### config.mk
export PLATFORM = sky130hd
export DESIGN_NAME = shortest_remaining_ready_queue_top
export DESIGN_NICKNAME = d
export VERILOG_FILES = /design/src/hdl/srrq_pkg.sv /design/src/hdl/srrq_ctrl.sv /design/src/hdl/srrq_dpath.sv /design/src/hdl/shortest_remaining_ready_queue_top.sv
export VERILOG_INCLUDE_DIRS = /design/src /design/src/hdl
export SDC_FILE = /design/constraint.sdc
export NUM_CORES = 1
export LEC_CHECK = 0
export BUFFER_PORTS_ARGS = -buffer_cell sky130_fd_sc_hd__buf_2
export CAP_MARGIN = 40
export CORE_MARGIN = 1
export CORE_UTILIZATION = 65
export CTS_CLUSTER_DIAMETER = 30
export DETAILED_ROUTE_END_ITERATION = 8
export PLACE_DENSITY = 0.82
export SYNTH_ARGS = -nofsm -noshare
export SYNTH_HDL_FRONTEND = slang
export SYNTH_SLANG_ARGS = --single-unit
### constraint.sdc
create_clock -name clk -period 6.3 [get_ports clk]
set_clock_uncertainty 0.2 [all_clocks]
set_input_delay 0.315 -clock clk [delete_from_list [all_inputs] [get_ports clk]]
set_output_delay 0.315 -clock clk [all_outputs]
set_load 0.005 [all_outputs]
### src/hdl/shortest_remaining_ready_queue_top_assert.svh
// ----------------------------------------------------------------------------
// Ready queue assertion macros
// Shared concurrent assertion forms, clocked on clk with reset rst_n.
// ----------------------------------------------------------------------------
`ifndef SHORTEST_REMAINING_READY_QUEUE_TOP_ASSERT_SVH
`define SHORTEST_REMAINING_READY_QUEUE_TOP_ASSERT_SVH

// property checked only out of reset
`define SRRQ_ASSERT(lbl, prop, msg) \
  lbl: assert property (@(posedge clk) disable iff (!rst_n) prop) else $error(msg);

// property checked at every edge, reset included
`define SRRQ_ASSERT_ALWAYS(lbl, prop, msg) \
  lbl: assert property (@(posedge clk) prop) else $error(msg);

`endif

### src/hdl/srrq_pkg.sv
// ----------------------------------------------------------------------------
// Ready queue package
// Sizes, codes and controller command type shared by the queue modules.
// ----------------------------------------------------------------------------
`default_nettype none

package srrq_pkg;

  // queue geometry
  localparam int DEPTH = 16;
  localparam int CNT_W = $clog2(DEPTH + 1);
  localparam int ID_W  = 8;
  localparam int KEY_W = 16;

  // request kinds
  localparam logic ACT_INSERT = 1'b0;
  localparam logic ACT_POP    = 1'b1;

  // error codes
  localparam logic [1:0] ERR_NONE  = 2'd0;
  localparam logic [1:0] ERR_FULL  = 2'd1;
  localparam logic [1:0] ERR_EMPTY = 2'd2;

  // commands from controller to datapath
  typedef struct packed {
    logic capture;  // latch the accepted request
    logic exec;     // run the latched request and load the result register
  } cmd_t;

endpackage

`default_nettype wire

### src/hdl/srrq_ctrl.sv
// ----------------------------------------------------------------------------
// Ready queue controller
// Two-state sequencer: take a request, then run it once the result register
// is free or being drained.
// ----------------------------------------------------------------------------
`default_nettype none

module srrq_ctrl (
  input  wire logic          clk,
  input  wire logic          rst_n,
  input  wire logic          in_tvalid,
  output logic               in_tready,
  output logic               out_tvalid,
  input  wire logic          out_tready,
  output srrq_pkg::cmd_t     cmd
);

  typedef enum logic [1:0] {
    ST_IDLE = 2'b01,
    ST_EXEC = 2'b10
  } state_t;

  state_t state_r, state_nxt;
  logic   out_valid_r, out_valid_nxt;
  logic   out_free;

  // result register can take a new result this cycle
  assign out_free = !out_valid_r || out_tready;

  // next state and commands
  always_comb begin
    state_nxt   = state_r;
    in_tready   = 1'b0;
    cmd.capture = 1'b0;
    cmd.exec    = 1'b0;
    unique case (state_r)
      ST_IDLE: begin
        in_tready = 1'b1;
        if (in_tvalid) begin
          cmd.capture = 1'b1;
          state_nxt   = ST_EXEC;
        end
      end
      ST_EXEC: begin
        if (out_free) begin
          cmd.exec  = 1'b1;
          state_nxt = ST_IDLE;
        end
      end
      default: state_nxt = ST_IDLE;
    endcase
  end

  // result valid flag
  always_comb begin
    out_valid_nxt = out_valid_r;
    if (cmd.exec) begin
      out_valid_nxt = 1'b1;
    end else if (out_tready) begin
      out_valid_nxt = 1'b0;
    end
  end

  always_ff @(posedge clk) begin
    if (!rst_n) begin
      state_r     <= ST_IDLE;
      out_valid_r <= 1'b0;
    end else begin
      state_r     <= state_nxt;
      out_valid_r <= out_valid_nxt;
    end
  end

  assign out_tvalid = out_valid_r;

endmodule

`default_nettype wire

### src/hdl/srrq_dpath.sv
// ----------------------------------------------------------------------------
// Ready queue datapath
// Sorted shift-register array of id/key cells, request register and
// result register.
// ----------------------------------------------------------------------------
`default_nettype none

`include "shortest_remaining_ready_queue_top_assert.svh"

module srrq_dpath (
  input  wire logic                          clk,
  input  wire logic                          rst_n,
  input  wire srrq_pkg::cmd_t                cmd,
  input  wire logic                          in_act,
  input  wire logic [srrq_pkg::ID_W-1:0]     in_id,
  input  wire logic [srrq_pkg::KEY_W-1:0]    in_key,
  output logic                               res_valid,
  output logic [srrq_pkg::ID_W-1:0]          res_id,
  output logic [srrq_pkg::KEY_W-1:0]         res_key,
  output logic                               res_empty,
  output logic                               res_full,
  output logic [1:0]                         res_err
);

  localparam int DEPTH = srrq_pkg::DEPTH;
  localparam int CNT_W = srrq_pkg::CNT_W;
  localparam int ID_W  = srrq_pkg::ID_W;
  localparam int KEY_W = srrq_pkg::KEY_W;

  // request register
  logic             req_act_r;
  logic [ID_W-1:0]  req_id_r;
  logic [KEY_W-1:0] req_key_r;

  // queue cells and fill count
  logic [ID_W-1:0]  ids_r  [DEPTH];
  logic [KEY_W-1:0] keys_r [DEPTH];
  logic [ID_W-1:0]  ids_nxt  [DEPTH];
  logic [KEY_W-1:0] keys_nxt [DEPTH];
  logic [CNT_W-1:0] count_r, count_nxt;

  // result register
  logic             res_valid_r, res_valid_nxt;
  logic [ID_W-1:0]  res_id_r, res_id_nxt;
  logic [KEY_W-1:0] res_key_r, res_key_nxt;
  logic             res_empty_r, res_empty_nxt;
  logic             res_full_r, res_full_nxt;
  logic [1:0]       res_err_r, res_err_nxt;

  logic             q_full, q_empty;
  logic [DEPTH-1:0] le;       // cell holds a key at or below the new key
  logic [DEPTH-1:0] prev_le;  // cell below it does (head counts as yes)
  logic             pop_run;  // pop running on a non-empty queue

  assign q_full  = (count_r == CNT_W'(DEPTH));
  assign q_empty = (count_r == '0);
  assign pop_run = cmd.exec && (req_act_r == srrq_pkg::ACT_POP) && !q_empty;

  // per-cell compare against the new key
  always_comb begin
    for (int i = 0; i < DEPTH; i++) begin
      le[i] = (count_r > CNT_W'(i)) && (keys_r[i] <= req_key_r);
    end
    prev_le[0] = 1'b1;
    for (int i = 1; i < DEPTH; i++) begin
      prev_le[i] = le[i-1];
    end
  end

  // cell update, count and result
  always_comb begin
    for (int i = 0; i < DEPTH; i++) begin
      ids_nxt[i]  = ids_r[i];
      keys_nxt[i] = keys_r[i];
    end
    count_nxt     = count_r;
    res_valid_nxt = res_valid_r;
    res_id_nxt    = res_id_r;
    res_key_nxt   = res_key_r;
    res_empty_nxt = res_empty_r;
    res_full_nxt  = res_full_r;
    res_err_nxt   = res_err_r;
    if (cmd.exec) begin
      res_valid_nxt = 1'b0;
      res_id_nxt    = '0;
      res_key_nxt   = '0;
      res_err_nxt   = srrq_pkg::ERR_NONE;
      if (req_act_r == srrq_pkg::ACT_INSERT) begin
        if (q_full) begin
          res_err_nxt = srrq_pkg::ERR_FULL;
        end else begin
          // keep cells at or below the key, drop the new entry in, shift the rest up
          for (int i = 0; i < DEPTH; i++) begin
            if (!le[i] && prev_le[i]) begin
              ids_nxt[i]  = req_id_r;
              keys_nxt[i] = req_key_r;
            end
          end
          for (int i = 1; i < DEPTH; i++) begin
            if (!le[i] && !prev_le[i]) begin
              ids_nxt[i]  = ids_r[i-1];
              keys_nxt[i] = keys_r[i-1];
            end
          end
          count_nxt = count_r + 1'b1;
        end
      end else begin
        if (q_empty) begin
          res_err_nxt = srrq_pkg::ERR_EMPTY;
        end else begin
          // hand out the head and shift everything down
          res_valid_nxt = 1'b1;
          res_id_nxt    = ids_r[0];
          res_key_nxt   = keys_r[0];
          for (int i = 0; i < DEPTH - 1; i++) begin
            ids_nxt[i]  = ids_r[i+1];
            keys_nxt[i] = keys_r[i+1];
          end
          count_nxt = count_r - 1'b1;
        end
      end
      res_empty_nxt = (count_nxt == '0);
      res_full_nxt  = (count_nxt == CNT_W'(DEPTH));
    end
  end

  // control state
  always_ff @(posedge clk) begin
    if (!rst_n) begin
      count_r <= '0;
    end else begin
      count_r <= count_nxt;
    end
  end

  // payload registers
  always_ff @(posedge clk) begin
    if (cmd.capture) begin
      req_act_r <= in_act;
      req_id_r  <= in_id;
      req_key_r <= in_key;
    end
    for (int i = 0; i < DEPTH; i++) begin
      ids_r[i]  <= ids_nxt[i];
      keys_r[i] <= keys_nxt[i];
    end
    res_valid_r <= res_valid_nxt;
    res_id_r    <= res_id_nxt;
    res_key_r   <= res_key_nxt;
    res_empty_r <= res_empty_nxt;
    res_full_r  <= res_full_nxt;
    res_err_r   <= res_err_nxt;
  end

  assign res_valid = res_valid_r;
  assign res_id    = res_id_r;
  assign res_key   = res_key_r;
  assign res_empty = res_empty_r;
  assign res_full  = res_full_r;
  assign res_err   = res_err_r;

  // checks
  `SRRQ_ASSERT(a_count_bound, count_r <= CNT_W'(DEPTH), "fill count above depth")
  `SRRQ_ASSERT(a_pop_count, pop_run |=> count_r == $past(count_r) - 1'b1, "pop count off")
  `SRRQ_ASSERT(a_idle_count, !cmd.exec |=> $stable(count_r), "count moved without a request")
  `SRRQ_ASSERT_ALWAYS(a_cmd_excl, !(cmd.capture && cmd.exec), "capture and run in one cycle")

endmodule

`default_nettype wire

### src/hdl/shortest_remaining_ready_queue_top.sv
// ----------------------------------------------------------------------------
// Shortest remaining time ready queue
// Stable min priority queue of process ids sorted by remaining burst time.
//
// channel  dir  tdata                                         tuser
// in_      in   proc_id[7:0] remaining_time[23:8]             action
// out_     out  out_valid[0] out_id[8:1] out_remaining[24:9]  -
//               is_empty[25] is_full[26] error[28:27]
//
// Each request is first latched in the request register, then run on the sorted
// cell array, which compares every cell with the new key in parallel.
// A result sits in an output register; the next request is latched while it
// waits, and is run only once that register is free or being drained.
// Reset (rst_n low, synchronous) empties the queue; cell contents are kept.
// ----------------------------------------------------------------------------
`default_nettype none

module shortest_remaining_ready_queue_top (
  input  wire logic        clk,
  input  wire logic        rst_n,
  input  wire logic        in_tvalid,
  output logic             in_tready,
  input  wire logic [23:0] in_tdata,   // proc_id, remaining_time
  input  wire logic        in_tuser,   // action
  output logic             out_tvalid,
  input  wire logic        out_tready,
  output logic [31:0]      out_tdata   // out_valid, out_id, out_remaining,
                                       // is_empty, is_full, error
);

  srrq_pkg::cmd_t                  cmd;
  logic                            res_valid;
  logic [srrq_pkg::ID_W-1:0]       res_id;
  logic [srrq_pkg::KEY_W-1:0]      res_key;
  logic                            res_empty;
  logic                            res_full;
  logic [1:0]                      res_err;

  srrq_ctrl u_ctrl (
    .clk        (clk),
    .rst_n      (rst_n),
    .in_tvalid  (in_tvalid),
    .in_tready  (in_tready),
    .out_tvalid (out_tvalid),
    .out_tready (out_tready),
    .cmd        (cmd)
  );

  srrq_dpath u_dpath (
    .clk       (clk),
    .rst_n     (rst_n),
    .cmd       (cmd),
    .in_act    (in_tuser),
    .in_id     (in_tdata[7:0]),
    .in_key    (in_tdata[23:8]),
    .res_valid (res_valid),
    .res_id    (res_id),
    .res_key   (res_key),
    .res_empty (res_empty),
    .res_full  (res_full),
    .res_err   (res_err)
  );

  // pack the result fields
  assign out_tdata = {3'b000, res_err, res_full, res_empty, res_key, res_id, res_valid};

endmodule

`default_nettype wire

==> results_dict.tcl <==
set metrics [dict create \
    die_w_um 208 \
    crit_type "register to register" \
    cts.clk_slew.worst_paths_ps 50 \
    hold-worst-slack_ps 155 \
    start_kind "register" \
    viasPerCell 6.91 \
    slew_headroom 0.323 \
    synth_commonest_cells "481 x nand2_1, 438 x edfxtp_1, 261 x ha_1" \
    grt_max_degree 217 \
    min_path_type "primary input to register" \
    postPlaceCellArea_sq_um 28500 \
    portBuffers 59 \
    crit_buf_inv 2 \
    cts.sinks 446 \
    clockRootBuffer "clkbuf_16" \
    multiInputGateArea_sq_um 13400 \
    powerDensity_nw_per_um2 297 \
    vias 22800 \
    cts_max_level 3 \
    coreArea_sq_um 42000 \
    hpwl_um 56900 \
    netlist_top_cells_area "edfxtp_1 47%, ha_1 12%, mux2i_1 9.2%" \
    drtPass1Iterations 8 \
    globalRouteTotalUtil 0.395 \
    setup_violations 0 \
    syn_inst 2596 \
    crit_family "compound AO/OA/AOI/OAI gates" \
    finalWirelength_um 86000 \
    syn_area_per_cell_sq_um 10.7 \
    area_growth_syn_to_layout_pct 17.2 \
    wire_per_inst_um 26.1 \
    leakagePower_nw 12.0 \
    die_h_um 208 \
    synth_cell_type_count 74 \
    fin_crit_sh 0.823 \
    synthAdderAreaFrac 0.118 \
    regArea_sq_um 13300 \
    num_rows 75 \
    synth_edf_count 438 \
    hold_violations 0 \
    grt_overflow 0 \
    io_pins 63 \
    synth-seq-cells 446 \
    irDropWorstVdd_mv 0.354 \
    max_stage_delay_ps 810 \
    synth_top_cell_by_area "edfxtp_1" \
    arrival_ps 5330 \
    final_antenna_net_count 0 \
    max-cap-violations 0 \
    synthMuxAreaShare 0.102 \
    yosysTopAreaCellShare 0.475 \
    start_util 0.659 \
    drc 1 \
    synth_most_common_cell "nand2_1" \
    synth_warnings 0 \
    critPathRequiredTime_ps 6450 \
    final_area_sq_um 32500 \
    worst_slew_pin_slew_ps 1020 \
    synthSimpleGateAreaFrac 0.136 \
    nNetsFinal 2956 \
    preCtsSetupSlack_ps 1530 \
    n_fill_cell 2607 \
    grt_pass1_vias 22700 \
    end_kind "register" \
    clk_path_buf_depth 3 \
    cp_cell_sequence "inv_1, ha_1, a21oi_1, o21ai_0, a2111oi_0, o21ai_4, buf_4, and2_1, o211ai_1" \
    status "finished with violations" \
    globalplace.congestion 0.985 \
    crit_fanout 31 \
    drive_gt1_frac 0.125 \
    cts_buffers 102 \
    rsz0062_at_grt "no" \
    cts-resized-gates 0 \
    clock.fmax_mhz 193 \
    antenna_found_initial 0 \
    tns_ps 0 \
    syn-cell-area_sq_um 27700 \
    grt_pass1_wl_um 131000 \
    synth_top_family_by_area "simple AND/OR/NAND/NOR gates" \
    dieArea_sq_um 43500 \
    violations "design-rule violations" \
    synth_xor_area_frac 0.000632 \
    drtIter0Drc 2988 \
    yosysSeqAreaShare 0.480 \
    period_minus_slack_ps 5180 \
    diodes 0 \
    async_reset_ff_frac 0 \
    synth_compound_area_frac 0.124 \
    slew_viol_final 0 \
    ys.flop_type "edfxtp_1" \
    cts_tree "yes" \
    insertion_delay_ps 670 \
    fin_ws_ps 1120 \
    slowest_stage "and2_1" \
]
## routing by layer
layer / up-vias / global-route usage / wire length [um]
met5: - / 0 / 0
met4: 0 / 0.192 / 3750
met3: 265 / 0.103 / 10300
met2: 1601 / 0.607 / 39000
met1: 11000 / 0.523 / 33100
li1: 9941 / - / -
## where the power goes
group | total (mW) | switching, mW | internal (mW)
sequential | 3.36 | 0.0533 | 3.31
clock | 5.61 | 1.81 | 3.80
combinational | 0.683 | 0.456 | 0.227
total | 9.66 | 2.32 | 7.34
## final timing paths
check,cells past startpoint,slack [ps],end,startpoint
hold / removal,3,160,u_dpath.req_act_r$_DFFE_PP_,in_tvalid
setup reg to reg,9,1120,u_dpath.keys_r[1][17]$_DFFE_PP_,u_dpath.req_key_r[1]$_DFFE_PP_
setup / recovery,9,1120,u_dpath.keys_r[1][17]$_DFFE_PP_,u_dpath.req_key_r[1]$_DFFE_PP_
hold reg to reg,2,320,u_dpath.ids_r[1][53]$_DFFE_PP_,u_dpath.ids_r[1][61]$_DFFE_PP_
## sequential cells by signal, indices dropped and copies added (netlist names)
| name | count |
|---|---|
| u_dpath.keys_r | 256 |
| u_dpath.ids_r | 128 |
| u_dpath.req_key_r | 16 |
| u_dpath.res_key | 16 |
| u_dpath.req_id_r | 8 |
| u_dpath.res_id | 8 |
| u_dpath.count_r | 5 |
| u_ctrl.state_r | 2 |
| u_dpath.res_err | 2 |
| u_ctrl.out_tvalid | 1 |
| u_dpath.req_act_r | 1 |
| u_dpath.res_empty | 1 |
| u_dpath.res_full | 1 |
| u_dpath.res_valid | 1 |
## tightest hold or removal path: cells and delay by family
kind          cells  cell delay [ps]
buf+inv           2              350
simple gates      1              140
## cell usage in the layout (no fill, tap or decap), drive strengths merged, types with 6 or more instances in the layout
cell type and count:
nand4 122, mux2 24, inv 54, nor4 16, o21a 8, o21ai 293, nor2 57, nand2 485
nor2b 19, nand3 28, clkinvlp 12, o211a 6, buf 110, nor3 20, ha 261, clkinv 38
o311ai 12, bufinv 20, mux2i 256, dlygate4sd3 28, a31oi 13, a21o 17, a21oi 111, clkbuf 116
edfxtp 438, o211ai 81, dfxtp 8, and2 33
## area by class of cell
type | instances | area share
well taps | 539 | 0.0208
repair buffers | 138 | 0.0381
inverters | 48 | 0.00555
clock buffers | 116 | 0.0802
multi-input cells | 1930 | 0.414
clock inverters | 76 | 0.0317
flip-flops and latches | 446 | 0.410
## through the flow
stage	total power, mW	std cells	util
global route	9.86	3293	0.773
floorplan	3.83	2598	-
finish	9.66	3293	0.773
global placement	4.01	3056	0.671
CTS	9.63	3291	0.772
detailed placement	4.04	3071	0.678
## cells by family (layout without fill, tap and decap cells)
group | count (synthesis) | count (layout)
AO/OA/AOI/OAI | 575 | 575
flip-flops | 446 | 446
multiplexers | 280 | 280
AND/OR/NAND/NOR | 809 | 809
buffers and inverters | 222 | 378
adder cells (fa/ha/maj) | 261 | 261
XOR/XNOR | 2 | 2
other | 1 | 3
## timing repair
item	CTS	global route
setup buffers	0	0
endpoints found under the hold margin	33	0
hold buffers	28	0
(Power assumes the default switching activity.)
